===== src/sv/wpps_pkg.sv =====
// wpps_pkg: shared types and constants for the w-plane phase screen sampler
// no dependencies; used by every module of the block
package wpps_pkg;

  // register indexes on the configuration port (word address)
  localparam logic [1:0] REG_PLANE_INDEX   = 2'd0;
  localparam logic [1:0] REG_INV_W_SCALE   = 2'd1;
  localparam logic [1:0] REG_SAMPLING_STEP = 2'd2;

  // one in Q2.30 and pi/2 in Q2.30
  localparam logic [30:0] Q30_ONE     = 31'h4000_0000;
  localparam logic [30:0] HALF_PI_Q30 = 31'd1686629713;

  // configuration as seen by the datapath
  typedef struct packed {
    logic [19:0] plane_sq;
    logic [31:0] inv_w_scale;
    logic [31:0] sampling_step;
  } cfg_t;

  // per-sample control that rides along the pipeline
  typedef struct packed {
    logic        ok;
    logic        zero;
    logic [1:0]  quad;
    logic [19:0] idx;
    logic [15:0] taper;
  } side_t;

endpackage


===== src/sv/wpps_cfg.sv =====
// wpps_cfg: apb register bank for plane index, inverse w scale and sampling step
// depends on wpps_pkg
module wpps_cfg (
  input  logic               clk,
  input  logic               rst_n,
  input  logic               psel,
  input  logic               penable,
  input  logic               pwrite,
  input  logic [3:0]         paddr,
  input  logic [31:0]        pwdata,
  output logic [31:0]        prdata,
  output logic               pready,
  output wpps_pkg::cfg_t     cfg
);

  logic [9:0]  plane_r;
  logic [31:0] inv_r;
  logic [31:0] step_r;
  logic [19:0] plane_sq_r;
  logic        wr_en;

  assign pready = 1'b1;
  assign wr_en  = psel & penable & pwrite;

  // register writes
  always_ff @(posedge clk) begin
    if (!rst_n) begin
      plane_r <= '0;
      inv_r   <= '0;
      step_r  <= '0;
    end else if (wr_en) begin
      case (paddr[3:2])
        wpps_pkg::REG_PLANE_INDEX:   plane_r <= pwdata[9:0];
        wpps_pkg::REG_INV_W_SCALE:   inv_r   <= pwdata;
        wpps_pkg::REG_SAMPLING_STEP: step_r  <= pwdata;
        default: ;
      endcase
    end
  end

  // squared plane index, kept registered for the phase multiply
  always_ff @(posedge clk) begin
    if (!rst_n) begin
      plane_sq_r <= '0;
    end else begin
      plane_sq_r <= 20'(plane_r) * 20'(plane_r);
    end
  end

  // read mux
  always_comb begin
    case (paddr[3:2])
      wpps_pkg::REG_PLANE_INDEX:   prdata = {22'd0, plane_r};
      wpps_pkg::REG_INV_W_SCALE:   prdata = inv_r;
      wpps_pkg::REG_SAMPLING_STEP: prdata = step_r;
      default:                     prdata = '0;
    endcase
  end

  assign cfg.plane_sq      = plane_sq_r;
  assign cfg.inv_w_scale   = inv_r;
  assign cfg.sampling_step = step_r;

endmodule


===== config.mk =====
export PLATFORM = sky130hd
export DESIGN_NAME = wpps_cfg
export DESIGN_NICKNAME = d
export VERILOG_FILES = /design/src/sv/wpps_pkg.sv /design/src/sv/wpps_cfg.sv
export SDC_FILE = /design/constraint.sdc
export NUM_CORES = 1
export LEC_CHECK = 0
export BUFFER_PORTS_ARGS = -buffer_cell sky130_fd_sc_hd__buf_2
export CAP_MARGIN = 10
export CORE_AREA = 2 2 130 132
export CTS_CLUSTER_SIZE = 40
export DETAILED_ROUTE_END_ITERATION = 16
export DIE_AREA = 0 0 132 134
export GPL_TIMING_DRIVEN = 1
export PLACE_DENSITY = 0.62
export SYNTH_ARGS = -nofsm -noshare
export SYNTH_HDL_FRONTEND = slang
export SYNTH_SLANG_ARGS = --single-unit

===== constraint.sdc =====
create_clock -name clk -period 6 [get_ports clk]
set_clock_uncertainty 0.1 [all_clocks]
set_input_delay 1.8 -clock clk [delete_from_list [all_inputs] [get_ports clk]]
set_output_delay 1.8 -clock clk [all_outputs]
set_load 0.005 [all_outputs]

==> results.txt, run 1 <==
Status: complete, no violations
GRT overflow: 0
GPL Wtd Cong: 0.848
Part of the cycle the worst path needs: 87.0%
Worst-Margin Slew: 0.718 ns
Critical-path top delay cell: dfxtp_1
Hold Vio Cnt, Final: 0
Leak pwr: 3.87 nW
Worst hold start: step_r[27]$_SDFFE_PN0P_
Max VDD drop: 0.127 mV
Final setup fails: 0
Register area share after synthesis: 29.3%
Die Y: 134 um
RSZ-0062 raised after global routing: false
Port Buffers: 153
Fmax: 192 MHz
Worst-Skew Late Latency: 0.35 ns
Hold buffer count at cts: 0
Fin crit period: 5.22 ns
Core ar.: 0.0163 mm^2
Synth Cell Area: 0.00635 mm^2
Clk root buf: clkbuf_16
Pwr/cell area: 172 mW/mm^2
Area fraction of the dominant cell type after synthesis: 29.3%
Total track usage: 19.5%
Synth Register Bits: 93
Max-slew headroom: 51.8%
Mapped Cells: 766
Most common cell after layout, fill and taps aside: nand2_1
CP peak stage delay: 0.66 ns
Vias in the first global route: 5,493
Final Util: 46.7%
Sequential Area: 0.00186 mm^2
Ys flop type: dfxtp_1
P&R area growth vs syn: 19.7%
Crit path capture type: flip-flop
Critical Path Source: plane_r[1]$_SDFFE_PN0P_
Startpoint Class: flip-flop
Pin count of the biggest net entering global routing: 59
Post-Syn Nets: 903
CTS H-tree depth: 3
Crit-path cells: and2_1 > fa_1 > fa_1 > ha_1 > fa_1 > inv_1 > fa_1 > inv_1 > ha_1 > a21o_1 > a221oi_2 > a21oi_2 > a31oi_1 > mux2i_1
Die area: 0.0177 mm^2
Initial Util: 39.0%
1st-pass router iterations: 4
Placed insts: 1,102
Worst Hold Class: reg2reg
Syn Area/Cell: 8.29 um^2
Max-cap violations: 0
Cts repair resizes: 0
Rows: 47
Inserted Diodes: 0
CTS tree: yes
Worst R2R End: plane_sq_r[18]$_SDFF_PN0_
Ys async rst share: 0%
Share of cells above drive strength 1: 21.7%
Reg2reg start: plane_r[1]$_SDFFE_PN0P_
Global-route wire length before repair: 27,900 um
Number of I/O pins: 158
CP Buf/Inv Count: 2
Initial antenna violation count: 2
# fillers: 1,636
Synth area leader: dfxtp_1
Drt total wl: 17,200 um
Multi-input logic area: 0.00405 mm^2
Synth top area cells: dfxtp_1 (29%), fa_1 (15%), nand2_1 (11%), ha_1 (9.7%), a21oi_1 (6.5%)
Routed len/inst: 15.4 um
CP top delay family: adder cells
Residual DRC: 0
Cell count of the worst reg-to-reg path: 14
Post-synthesis cell type count: 50
Clock Tree Buf Depth: 2
Nets: 1,030
Final HPWL DP: 12,600 um
Worst Path Max Fanout: 15
CP Data Arrival Time: 5.40 ns
CP Class: reg2reg
Num CTS Buffers: 9
Setup TNS: 0 ns
WP data required: 6.18 ns
R2R Setup Slk: 0.78 ns
Hold slack: 0.370 ns
Crit-path most repeated cell: fa_1
Post-synth EDFFs: 0
ANT nets after route: 0
Leading cell types in the layout, fill and taps excluded: nand2_1 (189), buf_2 (153), dfxtp_1 (93), a21oi_1 (82), inv_1 (70)
Initial DRC Count: 266
Register clock-pin slew on the reported worst setup and hold paths: 0.08 ns
Vias: 5,589
Setup Fix Bufs, Post-CTS: 0
Vias/cell: 5.00
Yosys warns: 0
End of the critical path: plane_sq_r[18]$_SDFF_PN0_
Die Width: 132 um
Final Max Tran Viols: 0
Crit path depth: 14
Final Non-Filler Cells: 1,118
Sink Count: 93
-- logic make-up (layout without fill, tap and decap cells) --
group           after synthesis  count (layout)  synth area share [%]
simple gates                274             274                  19.1
compound gates              153             153                  15.3
buf+inv                     118             250                  7.23
fa+ha+maj                    96              96                  24.5
flops                        93              93                  29.3
mux                          17              17                  2.70
xor+xnor                     13              13                  1.79
other cells                   2               2                 0.118
-- worst min path at each step --
stage,cells past startpoint,to,slack (ns)
after floorplan,2,inv_r[0]$_SDFFE_PN0P_,0.37
after CTS,2,step_r[27]$_SDFFE_PN0P_,0.37
after global routing,2,inv_r[1]$_SDFFE_PN0P_,0.39
after global placement,2,inv_r[8]$_SDFFE_PN0P_,0.36
after detailed placement,2,step_r[27]$_SDFFE_PN0P_,0.36
final,2,step_r[27]$_SDFFE_PN0P_,0.37
-- cells in the mapped netlist, types with 6 or more instances --
master and n:
nor2_1 15, buf_2 7, xor2_1 6, a21o_1 6
o21ai_0 14, nand2_1 189, nor3_1 8, clkbuf_1 38
xnor2_1 7, a21oi_1 82, inv_1 71, fa_1 47
ha_1 49, mux2i_1 16, dfxtp_1 93, and2_1 32
a22o_1 22
-- per-layer routing --
layer / share of wire, % / GRT usage, % / vias to the layer above
li1: - / - / 2756
met1: 43 / 24.4 / 2664
met2: 49 / 33.4 / 147
met3: 6.2 / 5.22 / 18
met4: 1.2 / 5.25 / 4
met5: 0.14 / 0 / -
-- power breakdown --
part	internal [mW]	switching [mW]
registers	0.623	0.00730
clock network	0.299	0.295
logic	0.0284	0.0522
total	0.951	0.354
-- registers in the layout (all words and copies together), names as in the netlist --
name / count
step_r: 32
plane_r: 10
inv_r: 32
plane_sq_r: 19
-- tightest hold or removal path: cells and delay by family, from the launching register on --
| family | cells | cell delay (ns) |
|---|---|---|
| AOI/OAI and AO/OA | 1 | 0.05 |
| and+or+nand+nor | 1 | 0.05 |
| DFF | 1 | 0.33 |
-- layout make-up --
cell class | count | area share (%)
multi-input combinational | 555 | 53.2
clock inverter | 7 | 1.14
inverter | 71 | 3.50
tap | 220 | 3.62
sequential | 93 | 24.5
timing repair buffer | 163 | 11.1
clock buffer | 9 | 2.96
-- stage by stage --
step	area, um^2	setup WS [ns]	total power [mW]
floorplan	6350	1.22	0.686
global placement	7290	0.844	0.725
detailed placement	7290	0.767	0.726
CTS	7600	0.743	1.32
global route	7600	0.478	1.35
finish	7600	0.781	1.30
No activity file was read; power rests on OpenSTA's default activity.
==> run 2: changes to the inputs <==
--- a/config.mk
+++ b/config.mk
@@ -7,10 +7,10 @@
 export LEC_CHECK = 0
 export BUFFER_PORTS_ARGS = -buffer_cell sky130_fd_sc_hd__buf_2
 export CAP_MARGIN = 10
-export CORE_AREA = 2 2 130 132
+export CORE_AREA = 2 2 182 95
 export CTS_CLUSTER_SIZE = 40
 export DETAILED_ROUTE_END_ITERATION = 16
-export DIE_AREA = 0 0 132 134
+export DIE_AREA = 0 0 184 97
 export GPL_TIMING_DRIVEN = 1
 export PLACE_DENSITY = 0.62
 export SYNTH_ARGS = -nofsm -noshare
==> constraint.sdc (replaced) <==
create_clock -name clk -period 6.8 [get_ports clk]
set_clock_uncertainty 0.1 [all_clocks]
set_input_delay 2.04 -clock clk [delete_from_list [all_inputs] [get_ports clk]]
set_output_delay 2.04 -clock clk [all_outputs]
set_load 0.005 [all_outputs]
==> run 2 against run 1 <==
Total power fell by 14%; routed wire length grew 0.24%; core utilization up 0.18 points; sequential power decreased by 12%; register-to-register slack improved by 0.66 ns; first-iteration DRC count rose by 45%; via count fell by 0.61%; sequential share of layout area increased by 0.19 points; critical path type is now in2out; critical endpoint is now prdata[9]; largest power group unchanged; highest routed layer unchanged.
==> results.txt, run 2 (synthesis gave the netlist of run 1 again) <==
Status: complete, no violations
Clk root buf: clkbuf_16
Sink Count: 93 (unchanged)
Port Buffers: 153 (unchanged)
Final Non-Filler Cells: 1,105 (-1.2%)
Hold Path End: inv_r[0]$_SDFFE_PN0P_
Max-slew headroom: 46.6% (-5.3 points)
Worst Path Max Fanout: 27 (+12)
Global-route wire length before repair: 28,200 um (+1.2%)
ANT nets after route: 0 (unchanged)
Nets: 1,027 (-0.29%)
Vias: 5,555 (-0.61%)
R2R Setup Slk: 1.44 ns (+0.66 ns)
Crit-path cells: buf_2 > nor2b_2 > buf_4 > nand2_1 > o21ai_0 > buf_2
Routed len/inst: 15.6 um (+1.4%)
CTS tree: yes
Register clock-pin slew on the reported worst setup and hold paths: 0.07 ns (about the same)
Multi-input logic area: 0.00405 mm^2 (unchanged)
Part of the cycle the worst path needs: 82.5%
Max VDD drop: 0.113 mV (-11%)
Placed insts: 1,089 (-1.2%)
Worst hold start: inv_r[0]$_SDFFE_PN0P_
Total track usage: 20.0% (+0.53 points)
RSZ-0062 raised after global routing: false
Clock Tree Buf Depth: 2 (unchanged)
WHS Path Cells: 2 (unchanged)
WP data required: 4.66 ns (-1.52 ns)
Reg2reg start: plane_r[1]$_SDFFE_PN0P_
Inserted Diodes: 0 (unchanged)
Rows: 33 (-30%)
Max-cap violations: 0 (unchanged)
Worst-Skew Late Latency: 0.36 ns (about the same)
GRT overflow: 0 (unchanged)
Worst R2R End: plane_sq_r[18]$_SDFF_PN0_
Most common cell after layout, fill and taps aside: nand2_1
CTS H-tree depth: 3 (unchanged)
CP Class: in2out
Residual DRC: 0 (unchanged)
Sequential Area: 0.00186 mm^2 (unchanged)
CP Data Arrival Time: 3.47 ns (-1.93 ns)
Final setup fails: 0 (unchanged)
Hold Vio Cnt, Final: 0 (unchanged)
Vias in the first global route: 5,206 (-5.2%)
Crit path capture type: output port
Core ar.: 0.0161 mm^2 (-1.1%)
Number of I/O pins: 158 (unchanged)
Final Util: 46.9% (+0.18 points)
Initial antenna violation count: 1 (-1)
Die Width: 184 um (+39%)
Cell count of the worst reg-to-reg path: 14 (unchanged)
CP top delay family: buffers and inverters
GPL Wtd Cong: 0.878 (+3.5%)
Worst-Margin Slew: 0.801 ns (+0.0831 ns)
CP Buf/Inv Count: 3 (+1)
P&R area growth vs syn: 18.8%
Drt total wl: 17,200 um (+0.24%)
Pin count of the biggest net entering global routing: 74 (+25%)
1st-pass router iterations: 5 (+1)
Fin crit period: 5.61 ns
Fmax: 178 MHz
Startpoint Class: primary input
Setup WS pre-CTS: 1.22 ns (+0.449 ns)
Initial DRC Count: 386 (+45%)
Setup TNS: 0 ns (unchanged)
Num CTS Buffers: 9 (unchanged)
Final HPWL DP: 13,000 um (+3.1%)
Worst Hold Class: reg2reg
Setup Fix Bufs, Post-CTS: 0 (unchanged)
Leak pwr: 3.84 nW (-0.76%)
Share of cells above drive strength 1: 21.3% (-0.37 points)
Vias/cell: 5.03 (+0.56%)
Final Max Tran Viols: 0 (unchanged)
CP peak stage delay: 0.37 ns (-0.29 ns)
Top Registers: inv_r (32), step_r (32), plane_sq_r (19)
Initial Util: 39.4% (+0.45 points)
Final WS setup: 1.19 ns (+0.410 ns)
Die area: 0.0178 mm^2 (+0.90%)
Critical-path top delay cell: nor2b_2
Hold buffer count at cts: 0 (unchanged)
Die Y: 97 um (-28%)
Crit-path most repeated cell: buf_2
Pwr/cell area: 149 mW/mm^2 (-13%)
# fillers: 1,666 (+1.8%)
Leading cell types in the layout, fill and taps excluded: nand2_1 (189), buf_2 (153), dfxtp_1 (93), a21oi_1 (82), inv_1 (70)
Cts repair resizes: 0 (unchanged)
[run 2: changes by cell type in the layout (fill, tap and decap cells not counted), moves of 2 or more]
cell      change
clkinv_4      +2
clkinv_8      -3
inv_6         -2
buf_4         -3
[run 2: how the worst max path moves through the flow]
stage,to,cells past startpoint,start
2_1_floorplan,prdata[11],4,paddr[2]
3_3_place_gp,prdata[9],6,paddr[3]
3_5_place_dp,prdata[9],6,paddr[3]
4_1_cts,prdata[9],6,paddr[3]
5_1_grt,prdata[2],6,paddr[3]
6_report,prdata[9],6,paddr[3]
[run 2: routing by layer]
metal | wire length, um | GRT usage, % | vias to the layer above
met2 | 6690 | 27.2 | 155
met3 | 1250 | 5.76 | 12
li1 | - | - | 2754
met1 | 9150 | 31.2 | 2632
met4 | 110 | 3.32 | 2
met5 | 13 | 0 | -
[run 2: tightest hold or removal path: cells and delay by family, from the launching register on]
| family | cells | cell delay (ns) |
|---|---|---|
| DFF | 1 | 0.32 |
| and+or+nand+nor | 1 | 0.05 |
| AOI/OAI and AO/OA | 1 | 0.05 |
[run 2: layout make-up]
| class | count | area share [%] |
|---|---|---|
| multi-input combinational | 555 | 53.7 |
| sequential | 93 | 24.7 |
| timing repair buffer | 160 | 10.8 |
| inverter | 71 | 3.53 |
| tap | 210 | 3.48 |
| clock buffer | 11 | 3.22 |
| clock inverter | 5 | 0.597 |
[run 2: through the flow]
stage / power [mW] / hold slack [ns] / cell area [um^2]
floorplan: 0.605 / 0.365 / 6350
global placement: 0.640 / 0.356 / 7260
detailed placement: 0.641 / 0.359 / 7260
CTS: 1.14 / 0.369 / 7550
global route: 1.17 / 0.389 / 7550
finish: 1.12 / 0.367 / 7550
[run 2: where the power goes]
group | switching, mW | internal [mW]
Clock | 0.231 | 0.263
Sequential | 0.00717 | 0.550
Combinational | 0.0459 | 0.0248
Total | 0.285 | 0.838
==> run 3: changes to the inputs <==
--- a/config.mk
+++ b/config.mk
@@ -12,7 +12,7 @@
 export DETAILED_ROUTE_END_ITERATION = 16
 export DIE_AREA = 0 0 184 97
 export GPL_TIMING_DRIVEN = 1
-export PLACE_DENSITY = 0.62
+export PLACE_DENSITY = 0.64
 export SYNTH_ARGS = -nofsm -noshare
 export SYNTH_HDL_FRONTEND = slang
 export SYNTH_SLANG_ARGS = --single-unit
==> constraint.sdc (replaced) <==
create_clock -name clk -period 4.9 [get_ports clk]
set_clock_uncertainty 0.1 [all_clocks]
set_input_delay 1.47 -clock clk [delete_from_list [all_inputs] [get_ports clk]]
set_output_delay 1.47 -clock clk [all_outputs]
set_load 0.005 [all_outputs]
==> run 3 against run 2 <==
Highest routed layer is now met4; sequential cell count is the same; largest cell class unchanged; cell count grew 2.9%; die area is the same; worst hold slack gained 0.0014 ns; via count grew 2.8%; non-clock buffer count grew 33; combinational power grew 51%; routed wire length shrank 0.30%; register-to-register slack lost 1.3 ns.
==> results.txt, run 3 (synthesis gave the netlist of run 1 again) <==
WL met3: 1230 um (-1.1%)
Final Util: 49.0% (+2.1 points)
Pwr/cell area: 201 mW/mm^2 (+35%)
Met1 WL: 9310 um (+1.7%)
CTS H-tree depth: 3 (unchanged)
Share of cells above drive strength 1: 25.8% (+4.4 points)
Hold Path End: step_r[3]$_SDFFE_PN0P_
Initial DRC Count: 423 (+9.6%)
CTS tree: yes
Port Buffers: 153 (unchanged)
Die area: 0.0178 mm^2 (unchanged)
1st-pass router iterations: 5 (unchanged)
Reg2reg start: plane_r[5]$_SDFFE_PN0P_
Worst Hold Class: reg2reg
Vias in the first global route: 5,191 (-0.29%)
Inserted Diodes: 0 (unchanged)
Max-slew headroom: 41.6% (-5.0 points)
Worst Path Max Fanout: 6 (-78%)
Final setup fails: 0 (unchanged)
Status: complete, no violations
GPL Wtd Cong: 0.829 (-5.7%)
Nets: 1,060 (+3.2%)
CP peak stage delay: 0.58 ns (+0.21 ns)
Max VDD drop: 0.151 mV (+33%)
Startpoint Class: flip-flop
Total track usage: 19.6% (-0.47 points)
CP top delay family: adder cells
Sink Count: 93 (unchanged)
Final HPWL DP: 13,300 um (+2.3%)
ANT nets after route: 0 (unchanged)
Global-route wire length before repair: 27,700 um (-1.9%)
Vias: 5,713 (+2.8%)
R2R Setup Slk: 0.16 ns (-1.28 ns)
Number of I/O pins: 158 (unchanged)
Setup TNS: 0 ns (unchanged)
Cell count of the worst reg-to-reg path: 14 (unchanged)
Routed wl met2: 6520 um (-2.5%)
Worst-Margin Slew: 0.876 ns (+0.0748 ns)
Initial antenna violation count: 0 (-1)
P&R area growth vs syn: 24.2%
Hold buffer count at cts: 0 (unchanged)
Most common cell after layout, fill and taps aside: nand2_1
Hold Vio Cnt, Final: 0 (unchanged)
Routed len/inst: 15.1 um (-3.1%)
GRT overflow: 0 (unchanged)
Critical Path Source: plane_r[5]$_SDFFE_PN0P_
Critical-path top delay cell: fa_1
WP data required: 5.08 ns (+0.42 ns)
Crit path capture type: flip-flop
CP Buf/Inv Count: 2 (-1)
Final Non-Filler Cells: 1,137 (+2.9%)
Die Y: 97 um (unchanged)
Clock Tree Buf Depth: 2 (unchanged)
Crit-path most repeated cell: fa_1
Crit-path cells: buf_4 > buf_4 > and2_1 > fa_1 > fa_1 > fa_1 > fa_1 > ha_1 > ha_1 > a21oi_1 > o21ai_0 > a221o_1 > a31oi_2 > mux2i_1
Vias/cell: 5.02 (about the same)
Core ar.: 0.0161 mm^2 (unchanged)
Highest routed metal layer: met4
Leading cell types in the layout, fill and taps excluded: nand2_1 (189), buf_2 (153), dfxtp_1 (85), a21oi_1 (82), inv_1 (70)
Worst R2R End: plane_sq_r[18]$_SDFF_PN0_
Pin count of the biggest net entering global routing: 78 (+5.4%)
Top Registers: inv_r (32), step_r (32), plane_sq_r (19)
Num CTS Buffers: 9 (unchanged)
Final Max Tran Viols: 0 (unchanged)
Clk root buf: clkbuf_16
Initial Util: 39.4% (unchanged)
Residual DRC: 0 (unchanged)
Leak pwr: 4.02 nW (+4.7%)
Worst hold start: step_r[3]$_SDFFE_PN0P_
Fin crit period: 4.74 ns
Worst-Skew Late Latency: 0.35 ns (about the same)
Die Width: 184 um (unchanged)
CP Data Arrival Time: 4.92 ns (+1.45 ns)
Rows: 33 (unchanged)
Part of the cycle the worst path needs: 96.6%
Placed insts: 1,122 (+3.0%)
Fmax: 211 MHz
Drt total wl: 17,200 um (-0.30%)
WHS Path Cells: 2 (unchanged)
Max-cap violations: 0 (unchanged)
CP Class: reg2reg
Register clock-pin slew on the reported worst setup and hold paths: 0.07 ns (about the same)
==> run 3: cell types whose count changed in the layout (fill, tap and decap cells not counted), moves of 2 or more <==
cell / previous run / this run
dfxtp_1: 93 / 85
clkinv_4: 3 / 0
buf_4: 7 / 38
clkinvlp_4: 1 / 3
dfxtp_2: 0 / 5
dfxtp_4: 0 / 3
==> run 3: worst max-delay path by stage <==
stage | slack (ns) | depth (start not counted) | endpoint
detailed placement | 0.01 | 14 | plane_sq_r[18]$_SDFF_PN0_
floorplan | 0.12 | 15 | plane_sq_r[16]$_SDFF_PN0_
CTS | 0.04 | 14 | plane_sq_r[18]$_SDFF_PN0_
finish | 0.16 | 14 | plane_sq_r[18]$_SDFF_PN0_
global route | -0.0002 | 15 | plane_sq_r[17]$_SDFF_PN0_
global placement | 0.03 | 14 | plane_sq_r[18]$_SDFF_PN0_
==> run 3: area by class of cell <==
| class | count | area (um^2) |
|---|---|---|
| Fill cell | 1604 | 8220 |
| Multi-Input combinational cell | 555 | 4110 |
| Sequential cell | 93 | 1880 |
| Timing Repair Buffer | 193 | 1080 |
| Inverter | 71 | 267 |
| Tap cell | 210 | 263 |
| Clock buffer | 10 | 229 |
| Clock inverter | 5 | 61.3 |
==> run 3: worst reg2reg max path, stage by stage, from the launching register on <==
cell,delay (ns)
dfxtp_4,0.38
buf_4,0.14
buf_4,0.15
and2_1,0.15
fa_1,0.51
fa_1,0.58
fa_1,0.43
fa_1,0.44
ha_1,0.30
ha_1,0.33
a21oi_1,0.20
o21ai_0,0.22
a221o_1,0.36
a31oi_2,0.19
mux2i_1,0.19
==> run 3: report_power, final <==
group | switching [mW] | internal, mW
combinational | 0.0676 | 0.0393
sequential | 0.00736 | 0.763
clock | 0.313 | 0.395
==> run 3: metal layers <==
metal / vias up / track usage, %
met5: - / 0
met4: 0 / 2.95
met3: 12 / 4.97
met2: 167 / 25.3
met1: 2711 / 32.1
li1: 2823 / -
==> run 3: repair_timing <==
action,in CTS,in global routing
setup endpoints to repair,1,10
gates cloned,0,0
buffers inserted,0,0
resized for setup,4,19
pin swaps,0,3
endpoints found under the hold margin,0,0
==> run 3: per-stage QoR <==
step | cell area, um^2 | total power, mW | setup WS (ns) | hold WS (ns)
4_1_cts | 7820 | 1.60 | 0.0369 | 0.368
3_3_place_gp | 7520 | 0.894 | 0.0298 | 0.358
2_1_floorplan | 6350 | 0.839 | 0.125 | 0.365
5_1_grt | 7890 | 1.64 | -0.000166 | 0.390
6_report | 7890 | 1.59 | 0.165 | 0.368
3_5_place_dp | 7520 | 0.894 | 0.0142 | 0.359
